File: config.mk
export PLATFORM = sky130hd
export DESIGN_NAME = qgpg_div
export DESIGN_NICKNAME = d
export VERILOG_FILES = /design/src/hdl/qgpg_pkg.sv /design/src/hdl/qgpg_div.sv
export SDC_FILE = /design/constraint.sdc
export NUM_CORES = 1
export LEC_CHECK = 0
export BUFFER_PORTS_ARGS = -buffer_cell sky130_fd_sc_hd__buf_2
export CORE_UTILIZATION = 50
export DETAILED_ROUTE_END_ITERATION = 10
export GPL_ROUTABILITY_DRIVEN = 0
export GPL_TIMING_DRIVEN = 0
export MAX_ROUTING_LAYER = met4
export PLACE_DENSITY = 0.83
export REMOVE_ABC_BUFFERS = 1
export SYNTH_ARGS = -nofsm -noshare
export SYNTH_HDL_FRONTEND = slang
export SYNTH_SLANG_ARGS = --single-unit
File: constraint.sdc
create_clock -name clock -period 9.2 [get_ports clock]
set_input_delay 1.84 -clock clock [delete_from_list [all_inputs] [get_ports clock]]
set_output_delay 1.84 -clock clock [all_outputs]
set_load 0.05 [all_outputs]
File: src/hdl/qgpg_pkg.sv
`timescale 1ns / 1ps
// ----------------------------------------------------------------------------
// qgpg_pkg
// Types, constants and saturating helpers shared by the grid point generator.
// ----------------------------------------------------------------------------
package qgpg_pkg;

   localparam int MAX_COLS = 8;
   localparam int MAX_ROWS = 8;
   localparam int CNT_W    = 4;
   localparam int IDX_W    = $clog2(MAX_COLS);
   localparam int OP_W     = 64;
   localparam int STEP_W   = $clog2(OP_W);

   localparam logic [2:0] CSR_COLS_ADDR = 3'h0;
   localparam logic [2:0] CSR_ROWS_ADDR = 3'h4;

   localparam logic signed [63:0] MAX64 = 64'sh7FFF_FFFF_FFFF_FFFF;
   localparam logic signed [63:0] MIN64 = 64'sh8000_0000_0000_0000;

   typedef struct packed {
      logic signed [31:0] a_x;
      logic signed [31:0] a_y;
      logic signed [31:0] b_x;
      logic signed [31:0] b_y;
      logic signed [31:0] c_x;
      logic signed [31:0] c_y;
      logic signed [31:0] d_x;
      logic signed [31:0] d_y;
   } req_item_type;

   typedef struct packed {
      logic signed [31:0] point_x;
      logic signed [31:0] point_y;
      logic               failed;
      logic               last;
   } rsp_item_type;

   typedef struct packed {
      logic               start;
      logic signed [63:0] a;
      logic signed [63:0] b;
   } mul_req_type;

   typedef struct packed {
      logic               done;
      logic signed [63:0] result;
   } mul_rsp_type;

   typedef struct packed {
      logic        start;
      logic [63:0] num_hi;
      logic [63:0] num_lo;
      logic [63:0] den;
   } div_req_type;

   typedef struct packed {
      logic        done;
      logic [63:0] quot;
   } div_rsp_type;

   typedef enum logic [4:0] {
      S_IDLE, S_SETUP, S_SLOAD, S_SMP0, S_SMPW, S_SMP2, S_SMPM, S_SMPN,
      S_FIT0, S_FITD, S_FITS, S_FITM, S_STORE, S_PT0, S_PTD, S_PTS, S_PTM
   } state_type;

   typedef enum logic [1:0] {PH_EDGE, PH_COL, PH_ROW, PH_PT} phase_type;

   function automatic logic signed [63:0] from_sm(input logic neg, input logic [63:0] m);
      logic signed [63:0] r;
      if (!neg) begin
         r = m[63] ? MAX64 : $signed(m);
      end else if (m[63]) begin
         r = MIN64;
      end else begin
         r = -$signed(m);
      end
      return r;
   endfunction

   function automatic logic signed [63:0] sat_add64(input logic signed [63:0] a,
                                                    input logic signed [63:0] b);
      logic signed [64:0] s;
      s = {a[63], a} + {b[63], b};
      if (s[64] != s[63]) return s[64] ? MIN64 : MAX64;
      return s[63:0];
   endfunction

   function automatic logic signed [63:0] sat_sub64(input logic signed [63:0] a,
                                                    input logic signed [63:0] b);
      logic signed [64:0] s;
      s = {a[63], a} - {b[63], b};
      if (s[64] != s[63]) return s[64] ? MIN64 : MAX64;
      return s[63:0];
   endfunction

   function automatic logic signed [31:0] sat32(input logic signed [63:0] v);
      if (v[63:31] == {33{v[63]}}) return v[31:0];
      return v[63] ? 32'sh8000_0000 : 32'sh7FFF_FFFF;
   endfunction

   function automatic logic signed [63:0] sext32(input logic signed [31:0] v);
      return {{32{v[31]}}, v};
   endfunction

   function automatic logic [CNT_W-1:0] eff_count(input logic [CNT_W-1:0] v,
                                                  input logic [CNT_W-1:0] lim);
      if (v == '0) return CNT_W'(1);
      if (v > lim) return lim;
      return v;
   endfunction

endpackage

File: src/hdl/qgpg_div.sv
`timescale 1ns / 1ps
// ----------------------------------------------------------------------------
// qgpg_div
// Restoring divider, one quotient bit per cycle, 128 by 64 bits unsigned.
// ----------------------------------------------------------------------------
module qgpg_div
   import qgpg_pkg::*;
(
   input  logic        clock,
   input  logic        reset,
   input  div_req_type req,
   output div_rsp_type rsp
);

   logic [63:0]       den_ff, den_in;
   logic [63:0]       rem_ff, rem_in;
   logic [63:0]       lo_ff, lo_in;
   logic [63:0]       q_ff, q_in;
   logic [STEP_W-1:0] cnt_ff, cnt_in;
   logic              run_ff, run_in;
   logic              done_ff, done_in;
   logic [64:0]       rs;
   logic [64:0]       diff;
   logic              take;

   always_comb begin
      den_in  = den_ff;
      rem_in  = rem_ff;
      lo_in   = lo_ff;
      q_in    = q_ff;
      cnt_in  = cnt_ff;
      run_in  = run_ff;
      done_in = 1'b0;
      rs      = {rem_ff, lo_ff[63]};
      diff    = rs - {1'b0, den_ff};
      take    = (rs >= {1'b0, den_ff});
      if (req.start) begin
         den_in = req.den;
         cnt_in = '0;
         if (req.den == '0 || req.num_hi >= req.den) begin
            // quotient overflows: saturate
            q_in    = '1;
            done_in = 1'b1;
         end else begin
            rem_in = req.num_hi;
            lo_in  = req.num_lo;
            q_in   = '0;
            run_in = 1'b1;
         end
      end else if (run_ff) begin
         rem_in = take ? diff[63:0] : rs[63:0];
         q_in   = {q_ff[62:0], take};
         lo_in  = lo_ff << 1;
         cnt_in = cnt_ff + 1'b1;
         if (cnt_ff == STEP_W'(OP_W - 1)) begin
            run_in  = 1'b0;
            done_in = 1'b1;
         end
      end
   end

   always_ff @(posedge clock) begin
      if (reset) begin
         run_ff  <= 1'b0;
         done_ff <= 1'b0;
      end else begin
         run_ff  <= run_in;
         done_ff <= done_in;
      end
      den_ff <= den_in;
      rem_ff <= rem_in;
      lo_ff  <= lo_in;
      q_ff   <= q_in;
      cnt_ff <= cnt_in;
   end

   assign rsp.done = done_ff;
   assign rsp.quot = q_ff;

endmodule

=== Word-level counts from Yosys, hierarchy flattened ===
Index checks and enable logic that the tools add are counted.

* Flip-flop bits (word level): 264
* Latch bits: 0
* RAM bits: 0
* Bits in read-only memories: 0
* Output and inout port bits: 65
* Word-level logic and storage cells: 35
* Memories kept: 0

* Add/subtract/negate cells: 2
* Multiply operators: 0
* Div/mod/pow operators: 0
* Order comparisons: 2
* Eq/ne operators: 2
* Shift-type cells: 0
* Multiplexer cells: 18
* Bitwise logic cells: 0
* Reduce and logical (&&, ||, !) cells: 4

{| class="wikitable"
|+ Operator list
! kind !! count
|-
| two-way mux 64 bit || 10
|-
| >= comparator 65 x 64 -> 1 bit || 1
|-
| >= comparator 64 bit || 1
|-
| zero test 64 bit || 1
|-
| subtractor 64 bit || 1
|-
| two-way mux 1 bit || 8
|-
| adder 6 x 1 -> 6 bit (second input constant) || 1
|-
| equality test 6 bit (second input constant) || 1
|-
| inequality test 2 bit (second input constant) || 1
|-
| AND reduction 2 bit || 1
|-
| nonzero test 2 bit || 1
|-
| logical OR 1 bit || 1
|}

=== Longest topological paths before layout ===
Gate-level depths: netlist of the first run.

* Word-level depth: 4
* Mapped depth: 15

=== Least setup slack after synthesis of the first run ===
Ideal clock, no wire load.

* Path kind: input to register
* Start: input req[41] (netlist name)
* End: register lo_ff[0] (enable)
* Data arrival time: 6.587 ns
* Setup slack: 2.127 ns
* Stages on the path: 13
* Path buffers: 1
* Cells stage by stage: inv_1 > ha_1 > a21o_1 > a21o_1 > a21o_1 > a21o_1 > a211oi_1 > o21ai_1 > a2111oi_0 > a21oi_1 > nor3_2 > buf_4 > a21o_1

* Word-level cells in the longest chain between the ends: 4
* Elaborated cells between the ends (all ways): 5

{| class="wikitable"
|+ Ends and longest elaborated chain
! element !! RTL line !! RTL
|-
| start: declaration || qgpg_div.sv:11 || <nowiki>input div_req_type req,</nowiki>
|-
| >= comparator 64 bit / zero test 64 bit (equally long branches) || qgpg_div.sv:40 || <nowiki>if (req.den == '0 || req.num_hi >= req.den) begin</nowiki>
|-
| logical OR 1 bit * || qgpg_div.sv:40 ||
|-
| inequality test 2 bit (no line) * || - ||
|-
| AND reduction 2 bit (no line) * || - ||
|-
| end signal: assignment || qgpg_div.sv:72 || <nowiki>lo_ff <= lo_in;</nowiki>
|-
| end: declaration || qgpg_div.sv:17 || <nowiki>logic [63:0] lo_ff, lo_in;</nowiki>
|}

Every way passes the cells marked *; elsewhere a longest branch is shown, timed or not.
A chain may end at the register's enable or synchronous reset.

=== Final worst setup path of the first run ===
* Start: input req[41] (netlist name)
* End: register rem_ff[7] (enable)

* Word-level cells in the longest chain between the ends: 4
* Elaborated cells between the ends (all ways): 5

{| class="wikitable"
|+ Ends and longest elaborated chain
! element !! RTL line !! RTL
|-
| >= comparator 64 bit / zero test 64 bit (equally long branches) || qgpg_div.sv:40 ||
|-
| logical OR 1 bit * || qgpg_div.sv:40 ||
|-
| inequality test 2 bit (no line) * || - ||
|-
| AND reduction 2 bit (no line) * || - ||
|-
| end signal: assignment || qgpg_div.sv:71 || <nowiki>rem_ff <= rem_in;</nowiki>
|-
| end: declaration || qgpg_div.sv:16 || <nowiki>logic [63:0] rem_ff, rem_in;</nowiki>
|}

Marks and branches as above.

==> results.md, run 1 <==
- Starting Density: 50.9%
- Setup bufs post-CTS: 0
- CP arrival: 5730 ps
- DR iter-0 viols: 972
- Synth Area in XOR/XNOR: 3.23%
- Clk sinks: 264
- Max cap viols: 0
- Critical path launch point: req[41]
- Ports: 260
- Inst Count DP: 2288
- Post-synthesis register bit count: 264
- Cts repair resizes: 0
- Yosys cell types: 74
- First-pass GRT wire length: 68200 µm
- Hold Violations, Final: 0
- Setup ws final: 3700 ps
- RSZ-0062 raised after global routing: false
- Count of final setup violators: 0
- Num rows: 66
- Clk root buf: clkbuf_16
- Final Cell Area: 19300 µm²
- Maximum clock path buffer count: 3
- Reg2reg start: rem_ff[0]
- Post-detailed-placement half-perimeter wirelength: 33000 µm
- CTS tree: yes
- Total power: 4.12 mW
- Tightest Pin Transition: 866 ps
- Mux cell area share after synthesis: 5.03%
- Synth Area in Simple Gates: 13.2%
- Initial antenna violation count: 22
- Multi-input gate area: 7800 µm²
- Area after DPL: 18400 µm²
- Status: finished, final reports clean
- Mapped cell area: 16600 µm²
- FF+latch area: 7850 µm²
- Clock skew: 11.8 ps
- Die W: 184 µm
- Count leader, synth: edfxtp_1
- CP required: 9420 ps
- Crit. End Element: flip-flop
- Seq/Total Area, Yosys: 47.4%
- Global route overflow: 0
- Min-delay src: cnt_ff[5]
- Gr usage total: 26.5%
- # DRC: 0
- H-Tree Depth: 1
- CP Launch Type: input pin
- # fillers: 2730
- Via/cell ratio: 5.70
- DR WL/cell: 18.6 µm
- Largest net degree at the start of global routing: 158
- Tmin final: 5500 ps
- Die Footprint: 33900 µm²
- Maximum fanout along the worst path: 61
- Rel. slew slack: 41.4%
- Post-synthesis adder-cell area fraction: 9.87%
- Synth cell count leaders: edfxtp_1 (256), nor2_1 (223), inv_1 (157)
- Peak supply drop: 0.169 mV
- Dpl ws: 3140 ps
- Area leader, netlist: edfxtp_1
- Share of the synthesized area in the top cell type: 46.4%
- PD cells: 213 nW/µm²
- Largest family of logic cells by synthesized area: compound AO/OA/AOI/OAI gates
- Largest cells by area after synthesis: edfxtp_1 (46%), ha_1 (9.7%), nor2_1 (5.1%), mux2_2 (4.5%), a21oi_1 (4.4%)
- Total Wirelength: 43800 µm
- WS Path Type: in2reg
- Fmax achieved: 182 MHz
- Vias: 13461
- Compound-cell area share of the yosys netlist: 15.7%
- Synth Warn #: 0
- Number of nets in the layout: 2202
- Cts bufs inserted: 29
- Vias in the first global route: 13235
- Clock Latency Late Sink: 560 ps
- Fraction of layout cells with a size suffix above 1: 21.4%
- Final Max Slew Viols: 0
- Clock transition at the registers of the reported paths: 60 ps
- Top FF cell, synth: edfxtp_1
- Non-filler cells, final: 2361
- DIE HEIGHT: 184 µm
- Leak: 8.27 nW
- Syn-to-layout area delta: 16.8%
- Final period util: 59.8%
- Share of synthesized registers carrying an async set or reset: 0%
- Port Buffer Count: 259
- First drt pass iteration count: 7
- Core area: 32500 µm²
- Post-Synthesis Cells: 1644
- Hold crit path type: reg2reg
- Post-Syn Area per Cell: 10.1 µm²
- Post-cts hold buffer count: 0
- EDFF count, synth: 256
- Routed Antenna Nets: 0
-- cells by family after synthesis --
logic type                 count (synthesis)
AOI/OAI and AO/OA                        409
xor gates and xnor gates                  61
adders and majority gates                130
buffers and inverters                    227
DFF                                      264
muxes                                     75
and+or+nand+nor                          478
-- registers in the layout (all words and copies together), names as in the netlist --
signal   cells
cnt_ff       6
rem_ff      64
den_ff      64
run_ff       1
lo_ff       64
done_ff      1
q_ff        64
-- cell type report --
cell class | instances | area share (%)
Inverter | 159 | 3.08
Timing Repair Buffer | 270 | 8.12
Antenna cell | 22 | 0.285
Clock buffer | 34 | 3.85
Clock inverter | 17 | 0.951
Sequential cell | 264 | 40.6
Tap cell | 442 | 2.86
Multi-Input combinational cell | 1153 | 40.3
-- report_power, final --
group	switching, mW	leakage [nW]	internal [mW]
sequential	0.0659	2.55	1.51
clock	0.493	0.449	0.665
combinational	0.866	5.27	0.520
-- metrics by stage --
step	TNS, ps	utilization (%)	hold WS (ps)
global route	0	59.5	532
CTS	0	59.3	507
floorplan	0	-	452
finish	0	59.5	506
detailed placement	0	56.4	502
global placement	-897370	55.5	467
-- routing by layer --
layer	up-vias	track usage (%)	wire length, µm
met4	0	11.0	1670
met2	614	42.2	20300
met1	6284	31.8	17500
met5	-	-	0
li1	6453	-	-
met3	110	7.01	4360
-- worst max-delay path, stage by stage --
cell and delay (ps):
buf_2 130, inv_1 60, ha_1 320, a21o_1 180
a21o_1 160, a21o_1 170, a21o_1 180, a211oi_1 220
o21ai_1 210, a2111oi_0 590, a21oi_1 320, nor3_4 780
a21o_4 220, buf_16 310
-- cell usage in the layout (no fill, tap or decap), drive strengths merged, types with 9 or more instances in the layout --
cell,netlist,layout
a21o,47,47
nand3,12,12
o21bai,22,22
o211ai,11,11
nor2b,10,10
nor3,19,19
nand2b,9,9
edfxtp,256,256
ha,129,129
nor2,224,224
a221oi,9,9
o21ai,98,98
diode,0,22
clkbuf,35,34
mux2i,9,9
xnor2,33,33
buf,33,270
xor2,28,28
mux2,66,66
inv,159,163
a31oi,9,9
or3,9,9
a21oi,145,145
nor4,24,24
nand2,105,105
a211oi,14,14
o21a,19,19
nand4,44,44
-- path summary, 6_finish.rpt --
check	to	slack, ps	cells after the start
worst max-delay path	rem_ff[7]	3700	14
worst max register to register	rem_ff[24]	5090	14
worst min register to register	cnt_ff[5]	510	2
worst min-delay path	cnt_ff[5]	510	2
No activity file was read; power rests on OpenSTA's default activity.
==> run 2: changes to the inputs <==
--- a/config.mk
+++ b/config.mk
@@ -11,7 +11,7 @@
 export GPL_ROUTABILITY_DRIVEN = 0
 export GPL_TIMING_DRIVEN = 0
 export MAX_ROUTING_LAYER = met4
-export PLACE_DENSITY = 0.83
+export PLACE_DENSITY = 0.86
 export REMOVE_ABC_BUFFERS = 1
 export SYNTH_ARGS = -nofsm -noshare
 export SYNTH_HDL_FRONTEND = slang
==> constraint.sdc (replaced) <==
create_clock -name clock -period 4.5 [get_ports clock]
set_input_delay 0.9 -clock clock [delete_from_list [all_inputs] [get_ports clock]]
set_output_delay 0.9 -clock clock [all_outputs]
set_load 0.05 [all_outputs]
==> results.md, run 2 (synthesis gave the netlist of run 1 again) <==
- Num rows: 66 (unchanged)
- Crit. End Element: flip-flop (unchanged)
- Cts bufs inserted: 30 (was 29)
- Number of nets in the layout: 2207 (was 2202)
- Hold Violations, Final: 0 (unchanged)
- WHS: 497 ps (was 506 ps)
- First-pass GRT wire length: 71000 µm (was 68200 µm)
- Max cap viols: 0 (unchanged)
- PD cells: 438 nW/µm² (was 213 nW/µm²)
- Inst Count DP: 2286 (was 2288)
- H-Tree Depth: 1 (unchanged)
- Clock skew: 15.2 ps (was 11.8 ps)
- Sum of negative setup slack: 0 ps (unchanged)
- Gr usage total: 27.7% (was 26.5%)
- DIE HEIGHT: 184 µm (unchanged)
- Core area: 32500 µm² (unchanged)
- # DRC: 0 (unchanged)
- Non-filler cells, final: 2370 (was 2361)
- Fmax achieved: 235 MHz
- CP required: 4790 ps (was 9420 ps)
- Tightest Pin Transition: 1180 ps (was 866 ps)
- Most frequent cells in the layout: buf_2 (258), edfxtp_1 (256), nor2_1 (223) (unchanged)
- CP Launch Type: flip-flop (was input pin)
- Hold Path Cell Cnt: 2 (unchanged)
- Area after DPL: 18300 µm² (was 18400 µm²)
- CP arrival: 4550 ps (was 5730 ps)
- First drt pass iteration count: 5 (was 7)
- Count of final setup violators: 0 (unchanged)
- Min-delay src: cnt_ff[5] (unchanged)
- FF-to-FF End: rem_ff[4] (was rem_ff[24])
- Final Max Slew Viols: 0 (unchanged)
- WS Path Type: reg2reg (was in2reg)
- Clk sinks: 264 (unchanged)
- Vias in the first global route: 13576 (was 13235)
- R2r setup slk: 240 ps (was 5090 ps)
- Commonest non-fill, non-tap cell in the layout: buf_2 (unchanged)
- Total power: 8.51 mW (was 4.12 mW)
- Final Cell Area: 19400 µm² (was 19300 µm²)
- Clock Latency Late Sink: 560 ps (about the same)
- Post-detailed-placement half-perimeter wirelength: 33400 µm (was 33000 µm)
- Starting Density: 50.9% (unchanged)
- Initial antenna violation count: 22 (unchanged)
- Port Buffer Count: 259 (unchanged)
- Clock transition at the registers of the reported paths: 60 ps (about the same)
- Via/cell ratio: 5.78 (was 5.70)
- Status: finished, final reports clean (unchanged)
- Fraction of layout cells with a size suffix above 1: 21.7% (was 21.4%)
- Die W: 184 µm (unchanged)
- Setup ws final: 242 ps (was 3700 ps)
- Vias: 13699 (was 13461)
- Syn-to-layout area delta: 17.3% (was 16.8%)
- Final core utilization: 59.7% (was 59.5%)
- Total Wirelength: 46100 µm (was 43800 µm)
- Final period util: 94.6%
- RSZ-0062 raised after global routing: false (unchanged)
- Hold Crit Endpoint: cnt_ff[5] (unchanged)
- Largest net degree at the start of global routing: 146 (was 158)
- Hold crit path type: reg2reg (unchanged)
- Post-cts hold buffer count: 0 (unchanged)
- Routed Antenna Nets: 0 (unchanged)
- Maximum clock path buffer count: 3 (unchanged)
- Maximum fanout along the worst path: 25 (was 61)
- Tmin final: 4260 ps
- CTS tree: yes (unchanged)
- Ports: 260 (unchanged)
- Rel. slew slack: 19.8% (was 41.4%)
- Leak: 8.31 nW (was 8.27 nW)
- Die Footprint: 33900 µm² (unchanged)
- Reg2reg start: rem_ff[0] (unchanged)
- DR iter-0 viols: 1131 (was 972)
- Global route overflow: 0 (unchanged)
- Worst reg2reg path depth: 14 (unchanged)
- Clk root buf: clkbuf_16 (unchanged)
- DR WL/cell: 19.5 µm (was 18.6 µm)
- Dpl ws: -1360 ps (was 3140 ps)
- Peak supply drop: 0.347 mV (was 0.169 mV)
run 2: worst max-delay path by stage:
| stage | from | endpoint | slack, ps | cells after the start |
|---|---|---|---|---|
| 6_report | rem_ff[0] | rem_ff[4] | 240 | 14 |
| 5_1_grt | rem_ff[0] | rem_ff[6] | 60 | 14 |
| 4_1_cts | rem_ff[0] | rem_ff[4] | 70 | 14 |
| 3_5_place_dp | req[41] | rem_ff[4] | -1360 | 14 |
| 3_3_place_gp | req[192] | lo_ff[53] | -9620 | 4 |
| 2_1_floorplan | req[41] | lo_ff[0] | -3250 | 12 |
run 2: routing by layer:
metal	track usage [%]	part of all wire, %
met1	32.5	39
met2	44.6	47
met3	7.11	9.3
met4	12.9	4.6
met5	-	0
run 2: layout make-up:
| class | count | area, µm² |
|---|---|---|
| repair buffers | 270 | 1560 |
| multi-input cells | 1157 | 7850 |
| flip-flops and latches | 264 | 7850 |
| clock inverters | 20 | 169 |
| inverters | 159 | 597 |
| fillers | 2684 | 13100 |
| diodes | 22 | 55.1 |
| clock buffers | 36 | 795 |
| well taps | 442 | 553 |
run 2: repair_timing:
action / in CTS / in global routing
endpoints found under the setup margin: 146 / 108
hold endpoints to repair: 0 / 0
resized for setup: 1 / 2
cloned: 2 / 2
setup buffers: 2 / 0
pin swaps: 1 / 1
run 2: critical path: stages (launching register included):
cell and delay, ps:
edfxtp_1 450, ha_1 320, nor2b_1 150, o31a_1 280
o2111ai_1 360, a31oi_2 210, o311ai_2 350, nand3b_4 170
o31ai_4 690, buf_8 280, buf_16 180, buf_16 170
nor2_1 60, a211oi_1 240, a21oi_1 60
run 2: where the power goes:
group	switching (mW)	internal, mW	total, mW
clock	1.03	1.38	2.41
combinational	1.81	1.07	2.88
sequential	0.140	3.09	3.23
