`config.mk`:
```
export PLATFORM = sky130hd
export DESIGN_NAME = qgpg_mul
export DESIGN_NICKNAME = d
export VERILOG_FILES = /design/src/hdl/qgpg_pkg.sv /design/src/hdl/qgpg_mul.sv
export SDC_FILE = /design/constraint.sdc
export NUM_CORES = 1
export LEC_CHECK = 0
export BUFFER_PORTS_ARGS = -buffer_cell sky130_fd_sc_hd__clkbuf_2
export CORE_MARGIN = 4
export CORE_UTILIZATION = 50
export CTS_BUF_LIST = sky130_fd_sc_hd__clkbuf_16
export CTS_CLUSTER_DIAMETER = 50
export DETAILED_ROUTE_END_ITERATION = 12
export PLACE_DENSITY_LB_ADDON = 0.08
export SLEW_MARGIN = 20
export SYNTH_ARGS = -nofsm -noshare
export SYNTH_HDL_FRONTEND = slang
export SYNTH_SLANG_ARGS = --single-unit
```
`constraint.sdc`:
```
create_clock -name clock -period 6.64 [get_ports clock]
set_clock_uncertainty 0.2 [all_clocks]
set_input_delay 1.328 -clock clock [delete_from_list [all_inputs] [get_ports clock]]
set_output_delay 1.328 -clock clock [all_outputs]
set_load 0.03 [all_outputs]
```
`src/hdl/qgpg_pkg.sv`:
```
`timescale 1ns / 1ps
// ----------------------------------------------------------------------------
// qgpg_pkg
// Types, constants and saturating helpers shared by the grid point generator.
// ----------------------------------------------------------------------------
package qgpg_pkg;

   localparam int MAX_COLS = 8;
   localparam int MAX_ROWS = 8;
   localparam int CNT_W    = 4;
   localparam int IDX_W    = $clog2(MAX_COLS);
   localparam int OP_W     = 64;
   localparam int STEP_W   = $clog2(OP_W);

   localparam logic [2:0] CSR_COLS_ADDR = 3'h0;
   localparam logic [2:0] CSR_ROWS_ADDR = 3'h4;

   localparam logic signed [63:0] MAX64 = 64'sh7FFF_FFFF_FFFF_FFFF;
   localparam logic signed [63:0] MIN64 = 64'sh8000_0000_0000_0000;

   typedef struct packed {
      logic signed [31:0] a_x;
      logic signed [31:0] a_y;
      logic signed [31:0] b_x;
      logic signed [31:0] b_y;
      logic signed [31:0] c_x;
      logic signed [31:0] c_y;
      logic signed [31:0] d_x;
      logic signed [31:0] d_y;
   } req_item_type;

   typedef struct packed {
      logic signed [31:0] point_x;
      logic signed [31:0] point_y;
      logic               failed;
      logic               last;
   } rsp_item_type;

   typedef struct packed {
      logic               start;
      logic signed [63:0] a;
      logic signed [63:0] b;
   } mul_req_type;

   typedef struct packed {
      logic               done;
      logic signed [63:0] result;
   } mul_rsp_type;

   typedef struct packed {
      logic        start;
      logic [63:0] num_hi;
      logic [63:0] num_lo;
      logic [63:0] den;
   } div_req_type;

   typedef struct packed {
      logic        done;
      logic [63:0] quot;
   } div_rsp_type;

   typedef enum logic [4:0] {
      S_IDLE, S_SETUP, S_SLOAD, S_SMP0, S_SMPW, S_SMP2, S_SMPM, S_SMPN,
      S_FIT0, S_FITD, S_FITS, S_FITM, S_STORE, S_PT0, S_PTD, S_PTS, S_PTM
   } state_type;

   typedef enum logic [1:0] {PH_EDGE, PH_COL, PH_ROW, PH_PT} phase_type;

   function automatic logic signed [63:0] from_sm(input logic neg, input logic [63:0] m);
      logic signed [63:0] r;
      if (!neg) begin
         r = m[63] ? MAX64 : $signed(m);
      end else if (m[63]) begin
         r = MIN64;
      end else begin
         r = -$signed(m);
      end
      return r;
   endfunction

   function automatic logic signed [63:0] sat_add64(input logic signed [63:0] a,
                                                    input logic signed [63:0] b);
      logic signed [64:0] s;
      s = {a[63], a} + {b[63], b};
      if (s[64] != s[63]) return s[64] ? MIN64 : MAX64;
      return s[63:0];
   endfunction

   function automatic logic signed [63:0] sat_sub64(input logic signed [63:0] a,
                                                    input logic signed [63:0] b);
      logic signed [64:0] s;
      s = {a[63], a} - {b[63], b};
      if (s[64] != s[63]) return s[64] ? MIN64 : MAX64;
      return s[63:0];
   endfunction

   function automatic logic signed [31:0] sat32(input logic signed [63:0] v);
      if (v[63:31] == {33{v[63]}}) return v[31:0];
      return v[63] ? 32'sh8000_0000 : 32'sh7FFF_FFFF;
   endfunction

   function automatic logic signed [63:0] sext32(input logic signed [31:0] v);
      return {{32{v[31]}}, v};
   endfunction

   function automatic logic [CNT_W-1:0] eff_count(input logic [CNT_W-1:0] v,
                                                  input logic [CNT_W-1:0] lim);
      if (v == '0) return CNT_W'(1);
      if (v > lim) return lim;
      return v;
   endfunction

endpackage

```
`src/hdl/qgpg_mul.sv`:
```
`timescale 1ns / 1ps
// ----------------------------------------------------------------------------
// qgpg_mul
// Bit-serial signed multiply, result (a*b)>>32 truncated and saturated.
// ----------------------------------------------------------------------------
module qgpg_mul
   import qgpg_pkg::*;
(
   input  logic        clock,
   input  logic        reset,
   input  mul_req_type req,
   output mul_rsp_type rsp
);

   logic [63:0]        ua_ff, ua_in;
   logic [63:0]        ub_ff, ub_in;
   logic [127:0]       acc_ff, acc_in;
   logic               neg_ff, neg_in;
   logic [STEP_W-1:0]  cnt_ff, cnt_in;
   logic               run_ff, run_in;
   logic               fin_ff, fin_in;
   logic               done_ff, done_in;
   logic signed [63:0] res_ff, res_in;
   logic [64:0]        sum;

   always_comb begin
      ua_in   = ua_ff;
      ub_in   = ub_ff;
      acc_in  = acc_ff;
      neg_in  = neg_ff;
      cnt_in  = cnt_ff;
      run_in  = run_ff;
      fin_in  = 1'b0;
      done_in = 1'b0;
      res_in  = res_ff;
      sum     = {1'b0, acc_ff[127:64]} + (ub_ff[0] ? {1'b0, ua_ff} : 65'd0);
      if (req.start) begin
         ua_in  = req.a[63] ? 64'(-req.a) : req.a;
         ub_in  = req.b[63] ? 64'(-req.b) : req.b;
         neg_in = req.a[63] ^ req.b[63];
         acc_in = '0;
         cnt_in = '0;
         run_in = 1'b1;
      end else if (run_ff) begin
         // add the multiplicand into the top half, then shift right
         acc_in = {sum, acc_ff[63:1]};
         ub_in  = ub_ff >> 1;
         cnt_in = cnt_ff + 1'b1;
         if (cnt_ff == STEP_W'(OP_W - 1)) begin
            run_in = 1'b0;
            fin_in = 1'b1;
         end
      end
      if (fin_ff) begin
         done_in = 1'b1;
         if (acc_ff[127:96] != '0) begin
            res_in = neg_ff ? MIN64 : MAX64;
         end else begin
            res_in = from_sm(neg_ff, acc_ff[95:32]);
         end
      end
   end

   always_ff @(posedge clock) begin
      if (reset) begin
         run_ff  <= 1'b0;
         fin_ff  <= 1'b0;
         done_ff <= 1'b0;
      end else begin
         run_ff  <= run_in;
         fin_ff  <= fin_in;
         done_ff <= done_in;
      end
      ua_ff  <= ua_in;
      ub_ff  <= ub_in;
      acc_ff <= acc_in;
      neg_ff <= neg_in;
      cnt_ff <= cnt_in;
      res_ff <= res_in;
   end

   assign rsp.done   = done_ff;
   assign rsp.result = res_ff;

endmodule

```
Yosys cells after proc, flatten, opt, wreduce, memory -nomap -nowiden
Cells that the tools add are included.
Widths: inputs -> output; s select.

word-level totals
  bits in registers = 330
  latch bits = 0
  bits in writable memories = 0
  bits in read-only memories = 0
  input port bits = 131
  output and inout port bits = 65
  memories = 0

operators by class
  add/subtract/negate cells = 5
  $mul = 0
  divide/modulo/power cells = 0
  order comparisons = 0
  equality and inequality tests = 1
  shifts and indexed selects = 0
  mux-type cells = 15
  bitwise logic cells = 2
  reductions and logical operators = 3

operator list
  cell                 number
  $mux 64              8
  $neg 64->64          3
  $mux 63              2
  $add 64x64->65       1
  $reduce_bool 32->1   1
  $add 6x1->6 const B  1
  $eq 6x6->1 const B   1
  $mux 1               5
  $reduce_or 3->1      1
  $reduce_bool 2->1    1
  $not 1->1            1
  $xor 1x1->1          1

Logic depth before layout (Yosys ltp)
Gate-level depths: netlist of the first run.

  depth in word-level cells = 4
  mapped depth = 15

Worst setup path before layout of the first run
OpenSTA, ideal clock, no wires.

  path type = input -> register
  from = input req[21] (netlist bit)
  to = register ub_ff[55], data pin
  data arrival time = 4.115 ns
  slack = 2.054 ns
  cell stages on the path = 11
  buffers on the path = 1
  path through = or4_4 or3_1 buf_2 nor4_4 nand3_2 or2_1 or3_1 or4_4 o31ai_2 xor2_1 a21oi_1

between the ends
  word-level cells in the longest chain between the ends = 3

ends and longest elaborated chain
  what                  line            source
  start, declared       qgpg_mul.sv:11  input mul_req_type req,
  $neg 64->64           qgpg_mul.sv:39  ub_in = req.b[63] ? 64'(-req.b) : req.b;
  $mux 64               qgpg_mul.sv:39
  $mux 64               qgpg_mul.sv:37  if (req.start) begin
  via ub_in[55]         qgpg_mul.sv:16  logic [63:0] ub_ff, ub_in;
  end signal, assigned  qgpg_mul.sv:75  ub_ff <= ub_in;
  end, declared         qgpg_mul.sv:16

The timed path passes the listed nets, and every way through them passes these cells.
A chain may end at the register's enable or synchronous reset.

Final worst setup path of the first run
  from = input req[85] (netlist bit)
  to = register ua_ff[60], data pin

between the ends
  word-level cells in the longest chain between the ends = 2

ends and longest elaborated chain
  what                  line            source
  $neg 64->64           qgpg_mul.sv:38  ua_in = req.a[63] ? 64'(-req.a) : req.a;
  $mux 63               qgpg_mul.sv:38
  end signal, assigned  qgpg_mul.sv:74  ua_ff <= ua_in;
  end, declared         qgpg_mul.sv:15  logic [63:0] ua_ff, ua_in;

No other way between the ends.

==> flow_metrics.tcl, run 1 <==
set metrics [dict create \
    finalSetupTns_ns 0 \
    rsz0062_at_grt "no" \
    cts_tree "built" \
    worst_ep_required_time_ns 6.72 \
    clock.fmax_mhz 217 \
    insertion_delay_ns 0.56 \
    rows 70 \
    syn_to_final_growth_pct 14.1 \
    dieArea_um2 40800 \
    crit_buf_inv 1 \
    ys_warn_count 0 \
    worst-path-max-fanout 5 \
    fp.dieW_um 202 \
    synth.distinct_cells 73 \
    drt-total-wl_mm 49.1 \
    gp_congestion 0.915 \
    postCtsHoldBufs 0 \
    grt_max_degree 75 \
    dpl.hpwl_mm 35.9 \
    fp.coreArea_um2 36900 \
    fin_ws_ns 2.03 \
    drc 0 \
    end_kind "flip-flop" \
    post_drt_wl_per_cell_um 18.0 \
    die_h_um 202 \
    placed_area_um2 20100 \
    synthArstFlopShare_pct 0 \
    fin_area_um2 21500 \
    ys_ff_latch 298 \
    grt_pass1_wl_mm 78.1 \
    critPathArrivalTime_ns 4.70 \
    syn_inst 2044 \
    layout_common_cells "nor2_1, clkbuf_2, edfxtp_1, nand2_1, a21oi_1" \
    grt_usage_pct 23.0 \
    grt_pass1_vias 14900 \
    overflow 0 \
    cts_buffers 39 \
    synth-edff-count 193 \
    synth_ff_type "edfxtp_1" \
    drtIter0Drc 1340 \
    worst_pin_slew_ns 1.10 \
    clk_pin_slew_ns 0.05 \
    max-cap-violations 0 \
    path_class "primary input to flip-flop" \
    synth_area_um2 18800 \
    crit_chain "clkbuf_2 -> or4_4 -> or4_4 -> nor3_2 -> nand3_1 -> nor4_1 -> nand3_1 -> nor3_1 -> nand2_1 -> o31ai_1 -> xnor2_1" \
    cts.sinks 298 \
    period_share_pct 69.5 \
    synth.avg_cell_area_um2 9.21 \
    status "completed" \
    cts_setup_buffers 0 \
    firstDrtPassIters 6 \
    min_period_ns 4.61 \
    power_density_nw_per_um2 254 \
    hold_path.class "flip-flop to flip-flop" \
    clock_path_buffers 3 \
    yosysSeqAreaShare_pct 42.0 \
    ios 196 \
    layout-drive-gt1-share_pct 14.7 \
    instances_no_fill 2723 \
    slew_headroom_pct 26.7 \
    cts.htree.levels 2 \
    mostFrequentLayoutCell "nor2_1" \
    cp_slowest_cell "or4_4" \
    grt_antenna_before_repair 0 \
    hold_slack_ns 0.291 \
    finalSetupViolations 0 \
    slew_violations 0 \
    placed_cells_incl_taps 2649 \
    start_util_pct 51.1 \
    post_cts_resized 0 \
    ant_nets 0 \
    place_ws_ns 1.55 \
    io_buffers 195 \
    ctsRootBufferMaster "clkbuf_16" \
    ir_drop_v 0.000140 \
    power.leakage_nw 8.44 \
    final_nets 2387 \
    vias_per_cell 5.84 \
    cpLargestDelayFamily "simple AND/OR/NAND/NOR gates" \
    syn-num-nets 2244 \
    num_vias 15900 \
    cp-start-kind "primary input" \
    slowest_delay_ns 0.58 \
    hold_viol_final 0 \
]
==> cells by family after synthesis <==
| family | Yosys count | share of synthesized area, % |
|---|---|---|
| flip-flops | 298 | 42.0 |
| adder cells (fa/ha/maj) | 69 | 4.63 |
| buffers and inverters | 133 | 2.69 |
| XOR/XNOR | 199 | 9.26 |
| multiplexers | 87 | 4.72 |
| AO/OA/AOI/OAI | 494 | 16.7 |
| AND/OR/NAND/NOR | 764 | 20.0 |
==> cells in the mapped netlist (35+ instances only) <==
master    instances  share of area, %
mux2i_1          73               3.9
ha_1             68               4.5
edfxtp_1        193                31
or3_1            43               1.4
dfxtp_1         105                11
a21oi_1         142               3.8
nor3_1           46               1.2
xor2_1           97               4.5
nor2_1          245               4.9
clkbuf_1         88               1.8
o21ai_0         123               3.3
nand2_1         174               3.5
xnor2_1         102               4.7
and2_1           70               2.3
o31ai_1          48               1.9
nand3_1          35              0.93
==> per-layer routing <==
metal	routed length (um)	GRT usage [%]	vias up	share of wire (%)
met2	22000	36.0	472	45
met5	0	0	-	0
met4	1150	6.45	0	2.3
met3	3110	4.04	77	6.3
li1	-	-	7819	-
met1	22800	32.9	7547	46
==> stage by stage <==
stage                     util (%)  power [W]
after floorplan                  -    0.00302
after global placement        54.6    0.00334
after detailed placement      54.6    0.00335
after CTS                     58.2    0.00549
after global routing          58.2    0.00571
final                         58.3    0.00545
==> report_power, final <==
part | leakage (nW) | total (W) | internal [W] | switching [W]
Combinational | 5.09 | 0.00109 | 0.000421 | 0.000668
Clock | 0.657 | 0.00212 | 0.00129 | 0.000829
Sequential | 2.70 | 0.00224 | 0.00215 | 0.0000943
Total | 8.44 | 0.00545 | 0.00386 | 0.00159
==> worst register-to-register path, cell delays in order (launching register included) <==
cell,delay [ns]
edfxtp_1,0.56
buf_8,0.25
and2_1,0.15
ha_1,0.40
o21ai_0,0.14
a2111oi_0,0.31
o21ai_0,0.23
a21oi_1,0.21
o31a_1,0.23
o21ai_1,0.15
o31ai_1,0.51
a31oi_1,0.29
or4b_2,0.64
o311ai_0,0.11
==> worst paths after layout <==
kind	startpoint	end	slack (ns)	cells past startpoint
worst max register to register	ub_ff[0]	acc_ff[123]	2.15	13
worst min register to register	acc_ff[98]	acc_ff[98]	0.29	2
worst min-delay path	acc_ff[98]	acc_ff[98]	0.29	2
worst max-delay path	req[85]	ua_ff[60]	2.03	11
==> layout make-up <==
class / count / area [um^2]
diodes: 1 / 2.50
clock buffers: 41 / 1030
clock inverters: 31 / 294
fillers: 3266 / 15400
inverters: 25 / 93.8
multi-input cells: 1613 / 10400
flip-flops and latches: 298 / 7900
well taps: 504 / 631
repair buffers: 210 / 1100
==> state kept, by name (all words and copies together), names as in the netlist <==
signal / cells
ua_ff: 64
res_ff: 64
fin_ff: 1
run_ff: 1
acc_ff: 96
cnt_ff: 6
done_ff: 1
neg_ff: 1
ub_ff: 64
Note: power is estimated with default switching activity, not from simulation.
==> inputs of run 2 (changes only) <==
clock period = 4.24 ns   (was 6.64 ns; I/O delays follow)
==> run 2 against run 1 <==
Against the previous run:
- final area increased by 4.5%
- sequential share of layout area is 1.6 points lower
- via count rose by 1.7%
- combinational power rose by 70%
- largest power group is now clock
- power grew 62%
- die area unchanged
- sequential power rose by 56%
- count of clock-buffer cells in the layout is 2 higher
- hold slack better by 0.0060 ns
- flip-flop and latch count stayed put
- global-route usage grew 0.67 points
==> flow_metrics.tcl, run 2 (synthesis results as in run 1) <==
set metrics [dict create \
    r2r_setup_slack_ns 0.18 \
    start_util_pct 51.1 \
    finalSetupViolations 0 \
    period_share_pct 95.7 \
    ctsRootBufferMaster "clkbuf_16" \
    clock.fmax_mhz 246 \
    crit_buf_inv 2 \
    instances_no_fill 2823 \
    grt_usage_pct 23.7 \
    insertion_delay_ns 0.55 \
    cp-start-kind "flip-flop" \
    postCtsHoldBufs 0 \
    reg2reg_to "acc_ff[111]" \
    ant_nets 0 \
    cts.htree.levels 2 \
    drtIter0Drc 1090 \
    ir_drop_v 0.000266 \
    cts_buffers 41 \
    mostFrequentLayoutCell "nor2_1" \
    hold_viol_final 0 \
    clock_path_buffers 3 \
    fp.coreArea_um2 36900 \
    num_vias 16200 \
    grt_max_degree 143 \
    placed_cells_incl_taps 2745 \
    status "completed" \
    path_class "flip-flop to flip-flop" \
    cts_tree "built" \
    layout-drive-gt1-share_pct 19.1 \
    largest_register_ffs 96 \
    dieArea_um2 40800 \
    r2r_cells 15 \
    ios 196 \
    worst-path-max-fanout 16 \
    cp_num_cells 15 \
    firstDrtPassIters 7 \
    worst_ep_required_time_ns 4.45 \
    setup.worst_path.start "ub_ff[0]" \
    max-cap-violations 0 \
    slew_headroom_pct 49.4 \
    vias_per_cell 5.73 \
    power_density_nw_per_um2 394 \
    cts.sinks 298 \
    power.leakage_nw 8.98 \
    worst_pin_slew_ns 0.759 \
    critPathArrivalTime_ns 4.27 \
    clk_pin_slew_ns 0.06 \
    reg2reg_from "ub_ff[0]" \
    placed_area_um2 20900 \
    post_drt_wl_per_cell_um 17.7 \
    diodes 0 \
    end_kind "flip-flop" \
    gp_congestion 0.926 \
    hold_path.class "flip-flop to flip-flop" \
    grt_pass1_vias 15400 \
    cpLargestDelayFamily "compound AO/OA/AOI/OAI gates" \
    drt-total-wl_mm 49.9 \
    worstSetupEndpoint "acc_ff[111]" \
    io_buffers 195 \
    crit_chain "buf_12 -> and2_1 -> ha_1 -> fa_1 -> a211oi_1 -> o21bai_1 -> buf_4 -> a221o_1 -> a21o_1 -> a31o_2 -> a21oi_1 -> o211ai_1 -> xor2_1 -> mux2i_1 -> nor2_1" \
    overflow 0 \
    fp.dieW_um 202 \
    grt_pass1_wl_mm 80.6 \
    layout_common_cells "nor2_1, clkbuf_2, edfxtp_1, nand2_1, a21oi_1" \
    syn_to_final_growth_pct 19.3 \
    fin_area_um2 22500 \
    cp_slowest_cell "edfxtp_1" \
    drc 0 \
    min_period_ns 4.06 \
    grt_antenna_before_repair 1 \
    largest_register "acc_ff" \
    slowest_delay_ns 0.41 \
    rows 70 \
    die_h_um 202 \
    dpl.hpwl_mm 36.9 \
    rsz0062_at_grt "yes" \
    final_nets 2486 \
    slew_violations 0 \
]
==> run 2: cell count changes in the layout (fill, tap and decap cells not counted), moves of 3 or more <==
cell      before  now
clkinv_4       3    0
buf_12         0    3
ha_1          68   62
buf_4         14  109
clkinv_1       4    1
ha_4           0    4
inv_8          1    4
==> run 2: worst reg2reg max path, cell delays in order (launching register included) <==
cell      delay, ns
edfxtp_1       0.41
buf_12         0.16
and2_1         0.16
ha_1           0.21
fa_1           0.40
a211oi_1       0.25
o21bai_1       0.14
buf_4          0.16
a221o_1        0.36
a21o_1         0.26
a31o_2         0.27
a21oi_1        0.34
o211ai_1       0.22
xor2_1         0.19
mux2i_1        0.15
nor2_1         0.05
==> run 2: stage by stage <==
step	setup TNS, ns	hold slack, ns	setup slack (ns)	util [%]	total power, W
6_report	0	0.297	0.181	60.9	0.00884
5_1_grt	-0.0111	0.283	-0.0111	60.9	0.00928
3_3_place_gp	-0.427	0.265	-0.146	56.7	0.00532
3_5_place_dp	-0.624	0.290	-0.115	56.7	0.00535
4_1_cts	0	0.290	0.0246	60.5	0.00889
2_1_floorplan	0	0.254	0.134	-	0.00473
==> run 2: where the power goes <==
group | internal, W | switching [W]
registers | 0.00336 | 0.000128
clock network | 0.00217 | 0.00134
logic | 0.000749 | 0.00110
==> run 2: repair_timing <==
action	CTS	global route
gates cloned	0	0
pin swaps	1	4
setup buffers	0	2
resized for setup	1	21
endpoints found under the setup margin	2	12
==> run 2: metal layers <==
layer	up-vias	part of all wire (%)	track usage (%)
li1	8031	-	-
met1	7609	47	33.7
met2	457	45	37.3
met3	87	5.9	4.57
met4	2	2.3	5.96
met5	-	0.026	0
==> run 2: worst min-delay path by stage <==
stage,from,end,depth (start not counted)
after floorplan,acc_ff[117],acc_ff[117],2
after global routing,reset,run_ff,2
after detailed placement,cnt_ff[5],cnt_ff[5],2
final,cnt_ff[5],cnt_ff[5],2
after CTS,reset,run_ff,2
after global placement,cnt_ff[5],cnt_ff[5],2
==> run 2: area by class of cell <==
class	count	area, um^2
Clock inverter	33	327
Fill cell	3232	14400
Clock buffer	43	1080
Tap cell	504	631
Multi-Input combinational cell	1613	10600
Inverter	25	93.8
Sequential cell	298	7900
Timing Repair Buffer	307	1860
==> inputs of run 3 (changes only) <==
clock period = 4.9 ns   (was 4.24 ns; I/O delays follow)
==> run 3 against run 2 <==
Against the previous run:
- wire length is 2.8% lower
- sequential power shrank 13%
- count of clock-buffer cells in the layout rose by 2
- first-iteration DRC count is 11% higher
- register-to-register slack improved by 0.44 ns
- maximum frequency fell by 5.2%
- cell count down 2.4%
- final area down 2.5%
- critical path type unchanged
- critical endpoint is now acc_ff[120]
- highest routed layer unchanged
==> flow_metrics.tcl, run 3 (synthesis results as in run 1) <==
set metrics [dict create \
    drt-total-wl_mm 48.6 \
    cts.sinks 298 \
    max-cap-violations 0 \
    path_class "flip-flop to flip-flop" \
    worst-path-max-fanout 64 \
    final_nets 2418 \
    start_util_pct 51.1 \
    min_path_cells 2 \
    hold_slack_ns 0.289 \
    layout-drive-gt1-share_pct 15.9 \
    grt_usage_pct 23.2 \
    end_kind "flip-flop" \
    clock_path_buffers 3 \
    grt_pass1_vias 15200 \
    worst_ep_required_time_ns 5.13 \
    drtIter0Drc 1213 \
    n_fill_cell 3231 \
    vias_per_cell 5.75 \
    finalSetupViolations 0 \
    hold_viol_final 0 \
    grt_pass1_wl_mm 78.7 \
    multi_input_area_um2 10400 \
    rows 70 \
    dieArea_um2 40800 \
    power.leakage_nw 8.67 \
    largest_register_ffs 96 \
    dpl.hpwl_mm 35.6 \
    seq_area_um2 7900 \
    ant_nets 0 \
    drc 0 \
    grt_max_degree 124 \
    cts_setup_buffers 0 \
    hold_path.class "flip-flop to flip-flop" \
    cts_tree "built" \
    insertion_delay_ns 0.55 \
    placed_cells_incl_taps 2678 \
    num_vias 15800 \
    fp.coreArea_um2 36900 \
    instances_no_fill 2756 \
    rsz0062_at_grt "no" \
    postCtsHoldBufs 0 \
    fp.dieW_um 202 \
    clk_pin_slew_ns 0.05 \
    critPathArrivalTime_ns 4.52 \
    post_cts_resized 0 \
    power_density_nw_per_um2 353 \
    ir_drop_v 0.000248 \
    cts_buffers 42 \
    gp_congestion 0.910 \
    min_period_ns 4.28 \
    cts.htree.levels 2 \
    worst_pin_slew_ns 1.06 \
    layout_common_cells "nor2_1, clkbuf_2, edfxtp_1, nand2_1, a21oi_1" \
    slew_headroom_pct 29.2 \
    grt_antenna_before_repair 7 \
    cp-start-kind "flip-flop" \
    mostFrequentLayoutCell "nor2_1" \
    ios 196 \
    ctsRootBufferMaster "clkbuf_16" \
    syn_to_final_growth_pct 16.2 \
    status "completed" \
    io_buffers 195 \
    clock.fmax_mhz 234 \
    r2r_cells 12 \
    die_h_um 202 \
    slew_violations 0 \
    largest_register "acc_ff" \
    finalSetupTns_ns 0 \
    firstDrtPassIters 6 \
    overflow 0 \
    post_drt_wl_per_cell_um 17.6 \
    period_share_pct 87.4 \
    post-route-util_pct 59.3 \
]
run 3: cell types whose count changed in the layout (fill, tap and decap cells not counted), sizes merged:
| cell | previous run | this run |
|---|---|---|
| diode | 0 | 1 |
| bufinv | 5 | 7 |
| clkbuf | 238 | 240 |
| buf | 112 | 43 |
| inv | 41 | 38 |
| clkinvlp | 6 | 5 |
| clkinv | 6 | 7 |
run 3: path summary, 6_finish.rpt:
kind / from / slack, ns / to
setup reg to reg: ub_ff[0] / 0.62 / acc_ff[120]
setup / recovery: ub_ff[0] / 0.62 / acc_ff[120]
hold / removal: acc_ff[98] / 0.29 / acc_ff[98]
hold reg to reg: acc_ff[98] / 0.29 / acc_ff[98]
run 3: cell type report:
cell class                 instances  share of cell area, %
antenna                            1                 0.0114
clock buffer                      45                   5.15
clock inverter                    32                   1.67
inverter                          25                  0.429
multi-input combinational       1613                   47.7
sequential                       298                   36.1
tap                              504                   2.88
timing repair buffer             238                   6.09
run 3: stage by stage:
| step | setup WS (ns) | instance area, um^2 | total power [W] |
|---|---|---|---|
| after floorplan | 0.662 | 18800 | 0.00409 |
| after global placement | 0.301 | 20400 | 0.00454 |
| after detailed placement | 0.206 | 20400 | 0.00456 |
| after CTS | 0.637 | 21900 | 0.00780 |
| after global routing | 0.326 | 21900 | 0.00810 |
| final | 0.617 | 21900 | 0.00773 |
run 3: metal layers:
layer | GRT usage [%] | part of all wire, % | vias up
met5 | 0 | 0.18 | -
met4 | 4.79 | 1.7 | 12
met3 | 4.80 | 6.5 | 75
met2 | 37.3 | 46 | 450
met1 | 32.6 | 46 | 7387
li1 | - | - | 7915
run 3: power by group:
part	leakage, nW	internal (W)	switching [W]	total (W)
clock	0.738	0.00204	0.00116	0.00321
sequential	2.70	0.00291	0.000116	0.00302
combinational	5.24	0.000590	0.000908	0.00150
total	8.67	0.00554	0.00219	0.00773
run 3: critical path: stages, from the launching register on:
cell and delay (ns):
edfxtp_1 0.41, buf_12 0.19, and2_1 0.18, ha_1 0.43, nand2_1 0.14, or3_1 0.42, a211o_1 0.28, o21a_1 0.23
o41ai_1 0.75, a31oi_1 0.30, o221ai_1 0.32, mux2i_1 0.23, nand2_1 0.07
